File: config.mk
export PLATFORM = sky130hd
export DESIGN_NAME = plar_ram
export DESIGN_NICKNAME = d
export VERILOG_FILES = /design/src/sv/plar_ram.sv
export SDC_FILE = /design/constraint.sdc
export NUM_CORES = 2
export LEC_CHECK = 0
export BUFFER_PORTS_ARGS = -buffer_cell sky130_fd_sc_hd__buf_4
export CORE_ASPECT_RATIO = 0.6
export CORE_UTILIZATION = 30
export CTS_CLUSTER_DIAMETER = 40
export CTS_CLUSTER_SIZE = 25
export DETAILED_ROUTE_END_ITERATION = 10
export HOLD_SLACK_MARGIN = 0.05
export SETUP_SLACK_MARGIN = 0.05
export SKIP_LAST_GASP = 1
export SLEW_MARGIN = 5
export SYNTH_ARGS = -nofsm -noshare
export SYNTH_HDL_FRONTEND = slang
export SYNTH_SLANG_ARGS = --single-unit
export TNS_END_PERCENT = 1
File: constraint.sdc
create_clock -name clk -period 6.7 [get_ports clk]
set_input_delay 0 -clock clk [delete_from_list [all_inputs] [get_ports clk]]
set_output_delay 0 -clock clk [all_outputs]
set_load 0.005 [all_outputs]
File: src/sv/plar_ram.sv
// generic simple dual-port ram with registered read
module plar_ram #(
  parameter int WIDTH = 32,
  parameter int DEPTH = 64
) (
  input  logic                     clk,
  input  logic                     we,
  input  logic [$clog2(DEPTH)-1:0] waddr,
  input  logic [WIDTH-1:0]         wdata,
  input  logic [$clog2(DEPTH)-1:0] raddr,
  output logic [WIDTH-1:0]         rdata
);

  logic [WIDTH-1:0] mem [DEPTH];

  always_ff @(posedge clk) begin
    if (we) begin
      mem[waddr] <= wdata;
    end
    rdata <= mem[raddr];
  end

endmodule

==> flow_summary.json <==
{
  "worstHoldStart": "waddr[0]",
  "yosys_register_bits": 2080,
  "final_layout_size_suffix_gt1_share_pct": 28.65,
  "routedWlPerCell_um": 30.27,
  "setup.worst_path.class": "input port to flop",
  "pre_cts_ws_ps": 3274,
  "postRouteAntennaNets": 0,
  "post-synth-top-area-fraction_pct": 78.33,
  "setup.worst_path.end_class": "flop",
  "gp_routability_congestion": 0.7758,
  "cp.arrival_ps": 3830,
  "htreeDepth": 4,
  "ys_seq_area_share_pct": 79.14,
  "drt_pre_antenna_iters": 5,
  "die_width_um": 662.5,
  "synth_top_cells_by_area": "edfxtp_1 (78%), mux4_2 (16%), mux2i_1 (1.2%), dfxtp_1 (0.82%), o22ai_1 (0.67%)",
  "run_status": "finished, final reports clean",
  "cts_root_buf": "clkbuf_16",
  "post_cts_hold_buffer_count": 40,
  "worstPathBufferInverterCount": 3,
  "clkSlewWorstSetupHoldPaths_ps": 90,
  "detailroute.via_count": 37210,
  "synth_area_leader_cell": "edfxtp_1",
  "critical_path.top_delay_family": "buffers and inverters",
  "numClockSinks": 2080,
  "worst-endpoint-required_ps": 7340,
  "worstMarginPinSlew_ps": 1263,
  "port_buffers": 77,
  "grt_overflow_total": 0,
  "timing.critical_path.from": "raddr[1]",
  "crit_share_post_route_pct": 47.61,
  "finalHoldViolCount": 0,
  "post-route-worst-setup-slack_ps": 3510,
  "synth_top_cells_by_count": "edfxtp_1 (2048), mux4_2 (544), nor2_1 (137)",
  "max_slew_margin_pct": 15.65,
  "core_sq_um": 260200,
  "fin_worst_skew_ps": 48.37,
  "final-setup-viol-count": 0,
  "final-max-slew-violation-count": 0,
  "post_synth_inst_count": 3324,
  "dpl.hpwl_um": 120000,
  "crit_chain": "dlygate4sd3_1 -> buf_8 -> buf_12 -> nor2b_1 -> a22oi_1 -> and3_1 -> o32ai_1 -> nor3_1",
  "syn2layout_area_growth_pct": 13.94,
  "worst-r2r-setup-slack_ps": 4350,
  "maximum_number_of_pins_on_one_net_before_global_route_repair": 101,
  "timing.final.crit_period_ps": 3190,
  "routed_wirelength_um": 214300,
  "vias_per_cell": 5.256,
  "critical_path.reg2reg.startpoint": "mem[11][6]$_DFFE_PP_",
  "ctsLongestPathBuffers": 4,
  "number_of_antenna_violations_at_the_first_check_in_global_routing": 21,
  "cts_setup_buffers": 0,
  "fmaxAchievable_mhz": 313.5,
  "synth.most_common_cell": "edfxtp_1",
  "maximum_capacitance_violations": 0,
  "rsz0062_at_grt": "false",
  "worstSkewPairLatency_ps": 810,
  "drtIter0Drc": 5411,
  "synth.yosys.warnings": 0,
  "multi_input_comb_area_sq_um": 15980,
  "fp-row-count": 145,
  "die_h_um": 398.3,
  "power_density_nw_per_um2": 286.8,
  "power.leakage_nw": 26.95,
  "syn_avg_cell_area_sq_um": 23.62,
  "final.fill_count": 23900,
  "critical_path_peak_fanout": 100,
  "ys_types": 34,
  "design.final.nets": 3552,
  "postCtsResizedCells": 0,
  "vdd.ir_drop.worst_mv": 0.1945,
  "cts_tree": "done",
  "tns_ps": 0,
  "design.die.area_sq_um": 263800,
  "cp_max_delay_cell": "o32ai_1",
  "numCtsBuffers": 150,
  "syn-num-nets": 3370,
  "dp.cells": 6768,
  "grt_pass1_wl_um": 299700,
  "final-seq-area_sq_um": 62140,
  "timing.critical_path.from_type": "input port",
  "timing.critical_path.slowest_cell_delay_ps": 780,
  "ys_async_sr_fraction_pct": 0,
  "number_of_enable_flip_flop_cells_after_synthesis": 2048,
  "total_power_mw": 25.66,
  "drc_violations_left": 0,
  "first_global_vias": 36910,
  "synth.cell_area_sq_um": 78520,
  "synth_ff_type": "edfxtp_1",
  "initial_utilization_pct": 30.18,
  "stdcell_count": 7078,
  "grt_util_all_layers_pct": 16.05,
  "number_of_top_level_design_ports": 78,
  "min_path_type": "input port to flop"
}
==> state kept, by name, indices dropped and copies added (netlist names) <==
| signal | flops |
|---|---|
| mem | 2048 |
| rdata | 32 |
==> cell families (layout without fill, tap and decap cells) <==
family / Yosys count / in the layout / synth area share, %
other cells: 0 / 8 / 0
mux: 637 / 637 / 16.79
simple gates: 223 / 223 / 1.265
buf+inv: 182 / 474 / 1.128
flops: 2080 / 2080 / 79.14
compound gates: 202 / 202 / 1.673
==> metal layers <==
metal | GRT usage [%] | vias to the layer above | part of all wire [%]
met3 | 4.071 | 249 | 10
met5 | 0 | - | 0.028
met1 | 24.41 | 20460 | 45
met4 | 2.660 | 10 | 1.7
met2 | 23.45 | 1900 | 43
li1 | - | 14590 | -
==> metrics by stage <==
| step | instance area, sq um | hold WS, ps | util [%] |
|---|---|---|---|
| after global placement | 83850 | 407.4 | 32.23 |
| after global routing | 89450 | 81.64 | 34.38 |
| after CTS | 89440 | 54.96 | 34.38 |
| after detailed placement | 83850 | 404.1 | 32.23 |
| after floorplan | 78520 | 98.87 | - |
| final | 89460 | 88.46 | 34.39 |
==> cell type report <==
type,count,area share (%)
Tap cell,3454,4.831
Multi-Input combinational cell,1062,17.86
Clock buffer,162,4.351
Timing Repair Buffer,212,2.032
Clock inverter,100,1.446
Antenna cell,8,0.02238
Sequential cell,2080,69.46
==> cells in the final DEF (no fill, tap or decap), drive strengths merged, types with 5 or more instances in the layout <==
cell and instances:
a21oi 62, a22oi 12, a311oi 8, buf 172
bufinv 15, clkbuf 162, clkinv 30, clkinvlp 12
dfxtp 32, diode 8, dlygate4sd3 40, edfxtp 2048
inv 43, mux2i 93, mux4 544, nand2 26
nand2b 8, nand3 5, nand3b 5, nor2 137
nor2b 15, nor3 7, o221ai 27, o22ai 84
or3b 5
==> worst reg2reg max path, stage by stage, from the launching register on <==
cell and delay, ps:
edfxtp_1 360, mux4_2 510, mux4_2 550, o22ai_1 610, nor2_1 160
==> worst paths after layout <==
kind	endpoint	cells past startpoint
worst max-delay path	rdata[8]$_DFF_P_	8
worst min-delay path	mem[53][17]$_DFFE_PP_	3
worst max register to register	rdata[6]$_DFF_P_	4
worst min register to register	rdata[4]$_DFF_P_	4
==> power by group <==
part	internal, mW	switching (mW)
combinational	0.499	0.831
clock	5.00	4.85
sequential	14.4	0.0897
total	19.9	5.77
No activity file was read; power rests on OpenSTA's default activity.
