`config.mk`:
```
export PLATFORM = sky130hd
export DESIGN_NAME = plar_div
export DESIGN_NICKNAME = d
export VERILOG_FILES = /design/src/sv/plar_pkg.sv /design/src/sv/plar_div.sv
export SDC_FILE = /design/constraint.sdc
export NUM_CORES = 1
export LEC_CHECK = 0
export ABC_AREA = 1
export BUFFER_PORTS_ARGS = -buffer_cell sky130_fd_sc_hd__buf_2
export CAP_MARGIN = 0
export CORE_UTILIZATION = 40
export CTS_BUF_LIST = sky130_fd_sc_hd__clkbuf_8
export DETAILED_ROUTE_END_ITERATION = 7
export PLACE_DENSITY_LB_ADDON = 0.08
export SETUP_SLACK_MARGIN = 0.2
export SLEW_MARGIN = 20
export SYNTH_ARGS = -nofsm -noshare
export SYNTH_HDL_FRONTEND = slang
export SYNTH_SLANG_ARGS = --single-unit
```
`constraint.sdc`:
```
create_clock -name clk -period 11.5 [get_ports clk]
set_clock_uncertainty 0.1 [all_clocks]
set_input_delay 0 -clock clk [delete_from_list [all_inputs] [get_ports clk]]
set_output_delay 0 -clock clk [all_outputs]
set_load 0.05 [all_outputs]
```
`src/sv/plar_pkg.sv`:
```
// shared constants and types for the polyline arc-length point block
package plar_pkg;

  localparam int MAX_POINTS   = 64;
  localparam int DIM          = 6;
  localparam int COORD_FIELDS = 6;

  localparam int CNT_W   = $clog2(MAX_POINTS + 1);
  localparam int PIDX_W  = $clog2(MAX_POINTS);
  localparam int PADDR_W = $clog2(MAX_POINTS * DIM);
  localparam int J_W     = $clog2(COORD_FIELDS);

  localparam int COORD_W = 32;
  localparam int LEN_W   = 40;
  localparam int SQ_W    = 64;
  localparam int ACC_W   = 67;
  localparam int RAD_W   = 68;
  localparam int ROOT_W  = 34;
  localparam int PROD_W  = 72;
  localparam int QUO_W   = 34;
  localparam int HALF_W  = 20;
  localparam int FRAC_W  = 18;
  localparam int ONE_Q16 = 65536;

  typedef enum logic [1:0] {
    OP_CLEAR  = 2'd0,
    OP_APPEND = 2'd1,
    OP_QUERY  = 2'd2,
    OP_NONE   = 2'd3
  } op_t;

  localparam logic [1:0] STATUS_OK    = 2'd0;
  localparam logic [1:0] STATUS_EMPTY = 2'd1;
  localparam logic [1:0] STATUS_FULL  = 2'd2;

endpackage

```
`src/sv/plar_div.sv`:
```
// iterative restoring divider, one quotient bit per cycle
module plar_div (
  input  logic                        clk,
  input  logic                        rst,
  input  logic                        start,
  input  logic [plar_pkg::PROD_W-1:0] dividend,
  input  logic [plar_pkg::LEN_W-1:0]  divisor,
  output logic                        done,
  output logic [plar_pkg::QUO_W-1:0]  quotient
);

  localparam int CNT_W = $clog2(plar_pkg::QUO_W + 1);

  logic [plar_pkg::LEN_W-1:0] rem;
  logic [plar_pkg::LEN_W-1:0] dvs;
  logic [CNT_W-1:0]           cnt;
  logic                       busy;
  logic [plar_pkg::LEN_W:0]   t;

  always_comb begin
    t = {rem, quotient[plar_pkg::QUO_W-1]};
  end

  // quotient is known to fit, so the top dividend bits start below the divisor
  always_ff @(posedge clk) begin
    if (rst) begin
      busy <= 1'b0;
      done <= 1'b0;
    end else begin
      done <= 1'b0;
      if (start) begin
        rem      <= plar_pkg::LEN_W'(dividend[plar_pkg::PROD_W-1:plar_pkg::QUO_W]);
        quotient <= dividend[plar_pkg::QUO_W-1:0];
        dvs      <= divisor;
        cnt      <= CNT_W'(plar_pkg::QUO_W);
        busy     <= 1'b1;
      end else if (busy) begin
        if (t >= {1'b0, dvs}) begin
          rem      <= plar_pkg::LEN_W'(t - {1'b0, dvs});
          quotient <= {quotient[plar_pkg::QUO_W-2:0], 1'b1};
        end else begin
          rem      <= t[plar_pkg::LEN_W-1:0];
          quotient <= {quotient[plar_pkg::QUO_W-2:0], 1'b0};
        end
        cnt <= cnt - CNT_W'(1);
        if (cnt == CNT_W'(1)) begin
          busy <= 1'b0;
          done <= 1'b1;
        end
      end
    end
  end

endmodule
```
==> flow_summary.toml <==
[layout]
layout_commonest_cell = "nand2_1"
final_cell_mix = "539 x nand2_1, 200 x inv_1, 149 x buf_2"
area_delta_synth_final_pct = 29.11
diodes = 0
multi_input_area_um2 = 4169
fin_nets = 1632
fin_area_um2 = 11220
fin_cells = 1762
drive_gt1_frac = 0.1399
regArea_um2 = 3643
n_fill_cell = 2094

[global_route]
antenna_found_initial = 0
grt.overflow.total = 0
grt_pass1_wl_um = 41660
grt_use_total = 0.2426
grt_max_degree = 59
grt_pass1_vias = 8245

[worst_setup_path]
required_ps = 11610
cp_max_fo = 43
r2r_setup_slack_ps = 8250
critPathArrivalTime_ps = 3360
critPathKind = "register to register"
cp-start-kind = "register"
end_kind = "register"
rr_worst_depth = 14
r2r-end = "rem[33]"
r2r-start = "rem[26]"

[timing]
setup_tns_ps = 0
maxSlewHeadroom = 0.3825
whs_ps = 145.4
finalCriticalPeriod_ps = 3247
hold_viol = 0
fin_crit_sh = 0.2823
setup_viol = 0
drv_slew = 0
rsz0062_at_grt = "no"
tightest_slew_ps = 924.2
fmax_mhz = 308.0

[yosys]
ys_seq_area_frac = 0.4192
syn_area_um2 = 8692
avgSynthCellArea_um2 = 7.160
ys_types = 34
synth_flop_cell = "edfxtp_1"
synth_edf_count = 120
synth-warning-count = 0
synthCells = 1214
synth_nets = 1372
ys_ff_latch = 122
synthArstFlopShare = 0

[placed_design]
gp_congestion = 0.9607
dp.cells = 1616
portBuffers = 149
hpwlAfterDp_um = 18730
dpl_cell_area_um2 = 9694

[clocking]
post_cts_buffers = 0
cts-root-buf = "clkbuf_8"
clk_path_buf_depth = 2
cts.sinks = 122
clkTransAtPathRegs_ps = 100
numCtsBuffers = 17
postCtsResizedCells = 0
cts_tree = "built"
htreeDepth = 4
clock_latency_ps = 470

[min_path]
hold_end = "dvs[29]"
hold_path_class = "input port to register"
min_from = "divisor[29]"
worstHoldPathCells = 2

[pwr]
comb_power_share = 0.325
p_switching_uw = 526.5
power.density_nw_per_um2 = 125.5
p_leak_uw = 0.005802
p_clk_frac = 0.284
sequentialPowerShare = 0.390
intPower_uw = 881.9
ir_drop_mv = 0.06858
switching_share = 0.3738

[die]
core_area_um2 = 21150
start_util = 0.4109
design.die.area_um2 = 22320
rows = 53
dieHeight_um = 149.4
ioPinCount = 150
die_w_um = 149.4

[route]
wl_per_cell_um = 14.62
first_iter_violations = 405
firstDrtPassIters = 4
dr_total_vias = 8229
antenna_left = 0
routed_wl_um = 25760
drc_errors = 0
vias_per_cell = 4.670

[run_status]
status = "finished clean"

[run]
maxCapViolCount = 0
==> synthesized netlist by cell type, drive strengths merged (2+ instances only) <==
library cell	count	area share
nand2	544	0.24
inv	201	0.087
edfxtp	120	0.41
nor2	77	0.036
nand3	71	0.042
ha	42	0.060
nand3b	35	0.030
a21oi	34	0.020
xnor2	18	0.018
buf	16	0.012
o21ai	12	0.0069
clkbuf	11	0.0048
nand4	9	0.0065
nor3	5	0.0029
o21bai	5	0.0043
and2	3	0.0022
dfxtp	2	0.0046
nor4	2	0.0014
or2	2	0.0014
==> how the worst max path moves through the flow <==
stage                     endpoint     from  depth (start not counted)
after floorplan             cnt[0]    start                          4
after global placement     rem[37]  rem[31]                         11
after detailed placement   rem[33]  rem[24]                         14
after CTS                  rem[37]  rem[24]                         14
after global routing       rem[37]  rem[26]                         14
final                      rem[33]  rem[26]                         14
==> flip-flops by register name, summed over array words and instances, names as in the netlist <==
register / count
busy: 1
cnt: 6
done: 1
dvs: 40
quotient: 34
rem: 40
==> power groups by stage <==
stage / Sequential [uW] / Clock, uW / Combinational [uW]
3_5_place_dp: 559 / 0 / 428
2_1_floorplan: 585 / 0 / 289
3_3_place_gp: 558 / 0 / 425
6_report: 549 / 401 / 458
4_1_cts: 550 / 409 / 459
5_1_grt: 554 / 423 / 520
==> cells by family (layout without fill, tap and decap cells) <==
kind of cell | count (synthesis) | in the layout | synth area share
and+or+nand+nor | 748 | 748 | 0.3613
buffers and inverters | 228 | 501 | 0.1034
DFF | 122 | 122 | 0.4192
AOI/OAI and AO/OA | 54 | 54 | 0.03426
adders and majority gates | 43 | 43 | 0.06276
xor gates and xnor gates | 19 | 19 | 0.01915
==> critical path: stages (launching register included) <==
cell      delay, ps
edfxtp_1        410
ha_1            370
nand2_1         160
nor2_1          130
nand2_1         130
nor2_1           70
nand3_1          80
nand2_1          80
nor2_4          420
buf_4           390
nand2_8         230
nand2_2         240
nand2_1          70
nand2_1          70
nand2_1          40
==> per-stage QoR <==
| step | util | worst slack, ps | total power [uW] |
|---|---|---|---|
| after CTS | 0.5305 | 8279 | 1418 |
| after floorplan | - | 6488 | 874.0 |
| final | 0.5305 | 8253 | 1408 |
| after detailed placement | 0.4583 | 8299 | 986.2 |
| after global routing | 0.5305 | 7959 | 1496 |
| after global placement | 0.4583 | 8333 | 983.8 |
==> per-layer routing <==
| layer | up-vias | GRT usage | share of wire |
|---|---|---|---|
| met3 | 22 | 0.03872 | 0.042 |
| li1 | 4308 | - | - |
| met2 | 192 | 0.3970 | 0.46 |
| met5 | - | 0 | 0 |
| met4 | 0 | 0.07092 | 0.015 |
| met1 | 3707 | 0.3288 | 0.49 |
==> cell type report <==
class | instances | area share
clock buffer | 17 | 0.02085
sequential | 122 | 0.3247
tap | 275 | 0.03066
multi-input combinational | 864 | 0.3715
clock inverter | 15 | 0.01360
inverter | 201 | 0.06723
timing repair buffer | 268 | 0.1715
==> timing repair <==
| item | 4_1_cts | 5_1_grt |
|---|---|---|
| hold endpoints to repair | 139 | 0 |
| hold buffers | 114 | 0 |
| endpoints found under the setup margin | 0 | 0 |
Note: power is estimated with default switching activity, not from simulation.
