`src/sv/plar_pkg.sv`:
```
// shared constants and types for the polyline arc-length point block
package plar_pkg;

  localparam int MAX_POINTS   = 64;
  localparam int DIM          = 6;
  localparam int COORD_FIELDS = 6;

  localparam int CNT_W   = $clog2(MAX_POINTS + 1);
  localparam int PIDX_W  = $clog2(MAX_POINTS);
  localparam int PADDR_W = $clog2(MAX_POINTS * DIM);
  localparam int J_W     = $clog2(COORD_FIELDS);

  localparam int COORD_W = 32;
  localparam int LEN_W   = 40;
  localparam int SQ_W    = 64;
  localparam int ACC_W   = 67;
  localparam int RAD_W   = 68;
  localparam int ROOT_W  = 34;
  localparam int PROD_W  = 72;
  localparam int QUO_W   = 34;
  localparam int HALF_W  = 20;
  localparam int FRAC_W  = 18;
  localparam int ONE_Q16 = 65536;

  typedef enum logic [1:0] {
    OP_CLEAR  = 2'd0,
    OP_APPEND = 2'd1,
    OP_QUERY  = 2'd2,
    OP_NONE   = 2'd3
  } op_t;

  localparam logic [1:0] STATUS_OK    = 2'd0;
  localparam logic [1:0] STATUS_EMPTY = 2'd1;
  localparam logic [1:0] STATUS_FULL  = 2'd2;

endpackage

```
`src/sv/plar_sqrt.sv`:
```
// iterative integer square root, two radicand bits per cycle
module plar_sqrt (
  input  logic                         clk,
  input  logic                         rst,
  input  logic                         start,
  input  logic [plar_pkg::RAD_W-1:0]   radicand,
  output logic                         done,
  output logic [plar_pkg::ROOT_W-1:0]  root
);

  localparam int REM_W = plar_pkg::ROOT_W + 4;
  localparam int CNT_W = $clog2(plar_pkg::ROOT_W + 1);

  logic [plar_pkg::RAD_W-1:0] rad;
  logic [REM_W-1:0]           rem;
  logic [CNT_W-1:0]           cnt;
  logic                       busy;
  logic [REM_W-1:0]           t;
  logic [REM_W-1:0]           trial;

  always_comb begin
    t     = {rem[REM_W-3:0], rad[plar_pkg::RAD_W-1 -: 2]};
    trial = REM_W'({root, 2'b01});
  end

  always_ff @(posedge clk) begin
    if (rst) begin
      busy <= 1'b0;
      done <= 1'b0;
    end else begin
      done <= 1'b0;
      if (start) begin
        rad  <= radicand;
        rem  <= '0;
        root <= '0;
        cnt  <= CNT_W'(plar_pkg::ROOT_W);
        busy <= 1'b1;
      end else if (busy) begin
        rad <= {rad[plar_pkg::RAD_W-3:0], 2'b00};
        if (t >= trial) begin
          rem  <= t - trial;
          root <= {root[plar_pkg::ROOT_W-2:0], 1'b1};
        end else begin
          rem  <= t;
          root <= {root[plar_pkg::ROOT_W-2:0], 1'b0};
        end
        cnt <= cnt - CNT_W'(1);
        if (cnt == CNT_W'(1)) begin
          busy <= 1'b0;
          done <= 1'b1;
        end
      end
    end
  end

endmodule

```
`config.mk`:
```
export PLATFORM = sky130hd
export DESIGN_NAME = plar_sqrt
export DESIGN_NICKNAME = d
export VERILOG_FILES = /design/src/sv/plar_pkg.sv /design/src/sv/plar_sqrt.sv
export SDC_FILE = /design/constraint.sdc
export NUM_CORES = 1
export LEC_CHECK = 0
export BUFFER_PORTS_ARGS = -buffer_cell sky130_fd_sc_hd__buf_2
export CAP_MARGIN = 20
export CORE_MARGIN = 2
export CORE_UTILIZATION = 40
export CTS_CLUSTER_DIAMETER = 100
export DETAILED_ROUTE_END_ITERATION = 10
export SLEW_MARGIN = 20
export SYNTH_ARGS = -nofsm -noshare
export SYNTH_HDL_FRONTEND = slang
export SYNTH_SLANG_ARGS = --single-unit
```
`constraint.sdc`:
```
create_clock -name clk -period 8.5 [get_ports clk]
set_input_delay 1.7 -clock clk [delete_from_list [all_inputs] [get_ports clk]]
set_output_delay 1.7 -clock clk [all_outputs]
set_load 0.02 [all_outputs]
```
==> impl_metrics.yaml, run 1 <==
logic_synthesis:
  synth_area_per_cell_um2: 11.7
  yosys_register_bits: 146
  yosysWarnings: 0
  synth_cells: 688
  synth.distinct_cells: 58
  synth-edff-count: 144
  synthArstFlopShare_pct: 0
  synth_ff_type: "edfxtp_1"
  ys_seq_area_share_pct: 54.4
  postSynthNetCount: 797
  synth_area_um2: 8020
worst_setup_path:
  cp.required_ns: 8.67
  cp-end-kind: "register"
  crit_type: "register to register"
  max_stage_delay_ns: 0.65
  path_cells: "inv_1, ha_1, a21oi_1, o21ai_0, nor2_1, a41oi_4, a211o_2, a31oi_4, buf_4, nor3_1, a221o_1"
  crit_fanout: 28
  crit_slowest_cell: "a31oi_4"
  start_kind: "register"
  critPathArrivalTime_ns: 4.00
sta:
  skew_ns: 0.00757
  worst_slack_ns: 4.66
  hold_viol: 0
  rsz0062_at_grt: "no"
  finalSetupViolations: 0
  period_minus_slack_ns: 3.84
  period_share_pct: 45.1
  fmax_ghz: 0.261
  worstMarginPinSlew_ns: 0.883
  drv_slew: 0
  slew_headroom_pct: 41.2
  fin_setup_tns_ns: 0
power_and_ir_drop:
  p_comb_share_pct: 21.0
  internal-power_mw: 1.49
  power.total_mw: 2.09
  p_leak_nw: 3.79
  ir_worst_vdd_mv: 0.149
  p_per_area_nw_per_um2: 223
  swShare_pct: 28.7
  p_seq_share_pct: 42.5
  clockPowerShare_pct: 36.4
  p_sw_uw: 601
status:
  status: "complete, no violations"
routing:
  vias_per_cell: 5.12
  drc: 0
  vias: 5453
  first_iter_violations: 246
  routedWlPerCell_um: 15.2
  wl_um: 16200
  drt_first_pass_iters: 4
  ant_nets: 0
place:
  dp_slack_ns: 4.04
  dp_hpwl_um: 11100
  port-buffer-count: 105
  gp_congestion: 0.853
global_route:
  grt_first_pass_wirelength_um: 27500
  gr-total-overflow: 0
  grt_pass1_vias: 5655
  track_usage_pct: 15.7
  antenna_found_initial: 0
  grt_max_degree: 89
clock_network:
  postCtsSetupRepairBufs: 0
  clockBufferDepth: 2
  cts_tree: "done"
  cts_buffers: 17
  post_cts_resize_count: 0
  clk-insertion-delay-late_ns: 0.42
  cts_hold_buffers: 0
  cts-root-buf: "clkbuf_16"
  cts_max_level: 4
  cts_num_sinks: 146
  clk_pin_slew_worst_paths_ns: 0.07
final_layout:
  drive_gt1_share_pct: 27.1
  antenna_cells: 0
  area_growth_pct: 16.9
  nNetsFinal: 896
floorplan:
  std_cell_rows: 51
  die_y_um: 146
  coreArea_um2: 19600
  die_x_um: 146
  ios: 106
  start_util_pct: 40.9
  die_area_um2: 21200
job:
  maxCapViolations: 0
hold_path:
  hold_path_class: "register to register"
Yosys cell counts (2+ instances only):
library cell,instances,area (µm²)
mux2i_1,8,80.1
and3_1,4,25.0
nor2b_1,5,31.3
buf_4,2,15.0
a21oi_1,52,260
edfxtp_1,144,4320
inv_1,42,158
nand2b_1,7,43.8
ha_1,38,475
a221o_1,3,30.0
xnor2_1,18,158
nand4_1,6,37.5
a41oi_1,2,17.5
a21oi_2,2,17.5
nand2_1,29,109
nor2_1,100,375
nor3_1,13,65.1
nand3b_1,3,22.5
o21a_1,2,15.0
nand3_1,7,35.0
o21ai_0,17,85.1
a21o_1,18,135
buf_1,4,15.0
o31ai_1,3,22.5
and2_1,5,31.3
buf_6,3,33.8
o21bai_1,7,52.6
or3_1,3,18.8
mux2_2,66,743
clkbuf_1,17,63.8
buf_2,3,15.0
nor3b_1,2,15.0
a31oi_1,3,18.8
or3b_1,2,17.5
nor4b_1,2,17.5
a211oi_1,4,30.0
xor2_1,14,123
a21boi_0,2,15.0
o211ai_1,6,45.0
dfxtp_1,2,40.0
logic make-up after synthesis:
| logic type | Yosys count | share of synthesized area [%] |
|---|---|---|
| adders and majority gates | 38 | 5.93 |
| and+or+nand+nor | 192 | 10.9 |
| xor gates and xnor gates | 32 | 3.49 |
| buffers and inverters | 72 | 3.79 |
| muxes | 74 | 10.3 |
| AOI/OAI and AO/OA | 134 | 11.2 |
| DFF | 146 | 54.4 |
final timing paths:
| kind | endpoint | startpoint | slack, ns | cells past startpoint |
|---|---|---|---|---|
| min | done | busy | 0.48 | 1 |
| min reg2reg | done | busy | 0.48 | 1 |
| max | rem[33] | root[19] | 4.66 | 11 |
| max reg2reg | rem[33] | root[19] | 4.66 | 11 |
area by class of cell:
class	instances	area (µm²)
inverters	43	161
repair buffers	109	562
clock inverters	15	169
well taps	265	332
flip-flops and latches	146	4360
clock buffers	17	425
fillers	1826	10200
multi-input cells	470	3360
metal layers:
layer	track usage, %	share of wire (%)	vias up
met3	4.48	5.9	24
met1	20.3	46	2585
met4	5.64	1.6	0
met5	0	0	-
li1	-	-	2717
met2	25.3	47	127
flip-flops by register name (all words and copies together) (netlist names):
name / cells
root: 34
rem: 36
done: 1
cnt: 6
busy: 1
rad: 68
worst max-delay path, delay by kind of cell (launching register included):
family	cells	cell delay (ns)
AOI/OAI and AO/OA	6	1.97
buffers and inverters	2	0.49
adders and majority gates	1	0.41
DFF	1	0.36
and+or+nand+nor	2	0.34
cells in the final DEF (no fill, tap or decap), drive strengths merged, types with 5 or more instances in the layout:
cell type and count:
a21o 18, a21oi 54, and2 5, buf 109, clkbuf 17, edfxtp 144
ha 38, inv 51, mux2 66, mux2i 8, nand2 29, nand2b 7
nand3 7, nand4 6, nor2 100, nor2b 5, nor3 13, o211ai 6
o21ai 17, o21bai 7, xnor2 18, xor2 14
through the flow:
stage	cells	hold slack [ns]	utilization, %	area, µm²
floorplan	688	0.454	-	8020
global placement	1033	0.472	44.8	8780
detailed placement	1033	0.466	44.8	8780
CTS	1065	0.481	47.8	9370
global route	1065	0.502	47.9	9370
finish	1065	0.478	47.9	9370
power groups by stage:
stage	sequential, mW	clock (mW)	combinational [mW]
3_3_place_gp	0.904	0	0.431
6_report	0.891	0.763	0.440
5_1_grt	0.898	0.806	0.498
3_5_place_dp	0.906	0	0.439
4_1_cts	0.892	0.782	0.442
2_1_floorplan	0.915	0	0.335
Power figures use the tool's default switching activity.
==> run 2, diff against run 1 <==
==> constraint.sdc (replaced) <==
create_clock -name clk -period 3.5 [get_ports clk]
set_input_delay 0.7 -clock clk [delete_from_list [all_inputs] [get_ports clk]]
set_output_delay 0.7 -clock clk [all_outputs]
set_load 0.02 [all_outputs]
==> run 2 against run 1 <==
Effect of this change:
- cell area is 0.15% higher
- count of clock-buffer cells in the layout did not move
- register-to-register slack got worse by 4.3 ns
- setup slack got worse by 4.3 ns
- cell count is 0.28% higher
- sequential share of layout area fell by 0.068 points
- core utilization is 0.070 points higher
- non-clock buffer count grew 3
- critical path depth fell by 1
- die area unchanged
- wire length is 1.1% lower
- clock power rose by 120%
- critical path type unchanged
- critical endpoint unchanged
- largest cell class unchanged
- largest power group unchanged
- highest routed layer unchanged
==> impl_metrics.yaml, run 2 (same netlist as run 1, synthesis figures left out) <==
sta:
  period_minus_slack_ns: 3.18
  finalSetupViolations: 0
  worst_slack_ns: 0.325
  slew_headroom_pct: 65.0
  hold_viol: 0
  period_share_pct: 90.7
  skew_ns: 0.0113
  fmax_ghz: 0.315
  drv_slew: 0
  rsz0062_at_grt: "no"
  fin_setup_tns_ns: 0
  worstMarginPinSlew_ns: 0.520
routing:
  vias: 5433
  vias_per_cell: 5.09
  drc: 0
  first_iter_violations: 260
  wl_um: 16100
  routedWlPerCell_um: 15.0
  drt_first_pass_iters: 7
  ant_nets: 0
power_and_ir_drop:
  p_leak_nw: 3.78
  p_per_area_nw_per_um2: 523
  ir_worst_vdd_mv: 0.390
clock_network:
  cts_tree: "done"
  cts-root-buf: "clkbuf_16"
  postCtsSetupRepairBufs: 0
  clockBufferDepth: 2
  cts_buffers: 17
  post_cts_resize_count: 0
  cts_max_level: 4
  cts_num_sinks: 146
  cts_hold_buffers: 0
  clk-insertion-delay-late_ns: 0.42
  clk_pin_slew_worst_paths_ns: 0.06
place:
  dp_hpwl_um: 11200
  gp_congestion: 0.853
  dp.cells: 1036
  port-buffer-count: 105
  dp_slack_ns: 0.339
floorplan:
  coreArea_um2: 19600
  die_area_um2: 21200
  start_util_pct: 40.9
  std_cell_rows: 51
  ios: 106
  die_x_um: 146
  die_y_um: 146
final_layout:
  final_cells: 1068
  largest_reg_flops: 68
  drive_gt1_share_pct: 27.1
  antenna_cells: 0
  largestRegisters: "rad (68), rem (36), root (34)"
  final_cell_mix: "144 x edfxtp_1, 104 x buf_2, 98 x nor2_1"
  nFillCells: 1865
  postLayoutCoreUtil_pct: 47.9
  area_growth_pct: 17.0
  nNetsFinal: 899
  regMostFlops: "rad"
  final_common_cell: "edfxtp_1"
hold_path:
  hold_path_class: "primary input to register"
worst_setup_path:
  max_stage_delay_ns: 0.42
  crit_type: "register to register"
  crit_fanout: 16
  critPathArrivalTime_ns: 3.35
  crit_slowest_cell: "edfxtp_1"
  cp.required_ns: 3.67
  path_cells: "ha_1, a21oi_1, o21ai_0, a211oi_1, o21ai_0, a211o_2, a31oi_4, buf_4, nor3_1, a221o_1"
  r2r_setup_slack_ns: 0.32
  cp-end-kind: "register"
  start_kind: "register"
  crit_top_cell: "o21ai_0"
global_route:
  antenna_found_initial: 0
  track_usage_pct: 15.5
  gr-total-overflow: 0
  grt_pass1_vias: 5646
  grt_first_pass_wirelength_um: 26900
  grt_max_degree: 82
job:
  maxCapViolations: 0
status:
  status: "complete, no violations"
run 2: changes by cell type in the layout (fill, tap and decap cells not counted):
| cell | before | now |
|---|---|---|
| clkinvlp_4 | 1 | 4 |
| inv_8 | 3 | 1 |
| clkinv_2 | 3 | 2 |
| buf_6 | 1 | 0 |
| nor2_1 | 99 | 98 |
| buf_12 | 0 | 4 |
| bufinv_16 | 2 | 0 |
| clkinv_4 | 1 | 0 |
| nor2_4 | 1 | 2 |
| clkinv_1 | 0 | 3 |
run 2: layout make-up:
type                            instances  area (µm²)  area share [%]
Inverter                               43         161            1.72
Sequential cell                       146        4360            46.5
Clock inverter                         15         106            1.13
Clock buffer                           17         425            4.53
Timing Repair Buffer                  112         631            6.72
Tap cell                              265         332            3.53
Multi-Input combinational cell        470        3370            35.9
run 2: per-layer routing:
layer	GRT usage, %	vias to the layer above	part of all wire (%)
met2	26.2	104	48
li1	-	2714	-
met1	19.1	2606	46
met3	5.20	9	4.8
met5	0	-	0
met4	4.46	0	0.87
run 2: power by group:
part / switching (mW) / internal, mW / total [mW]
Combinational: 0.621 / 0.462 / 1.08
Clock: 0.752 / 0.910 / 1.66
Sequential: 0.0588 / 2.11 / 2.16
run 2: worst paths after layout:
kind | start | cells past startpoint | to
setup / recovery | rem[23] | 10 | rem[33]
hold reg to reg | busy | 1 | done
setup reg to reg | rem[23] | 10 | rem[33]
hold / removal | rst | 2 | done
run 2: stage by stage:
step                      total power, mW  cell area, µm²  hold WS (ns)
final                                4.91            9390         0.496
after global routing                 5.17            9390         0.487
after CTS                            4.97            9390         0.472
after detailed placement             3.28            8860         0.517
after global placement               3.26            8860         0.508
after floorplan                      3.03            8080         0.489
run 2: critical path: cells and delay by family, from the launching register on:
kind                     cells  cell delay [ns]
buffers and inverters        1             0.25
AO/OA/AOI/OAI                7             1.81
adder cells (fa/ha/maj)      1             0.39
flip-flops                   1             0.42
AND/OR/NAND/NOR              1             0.07
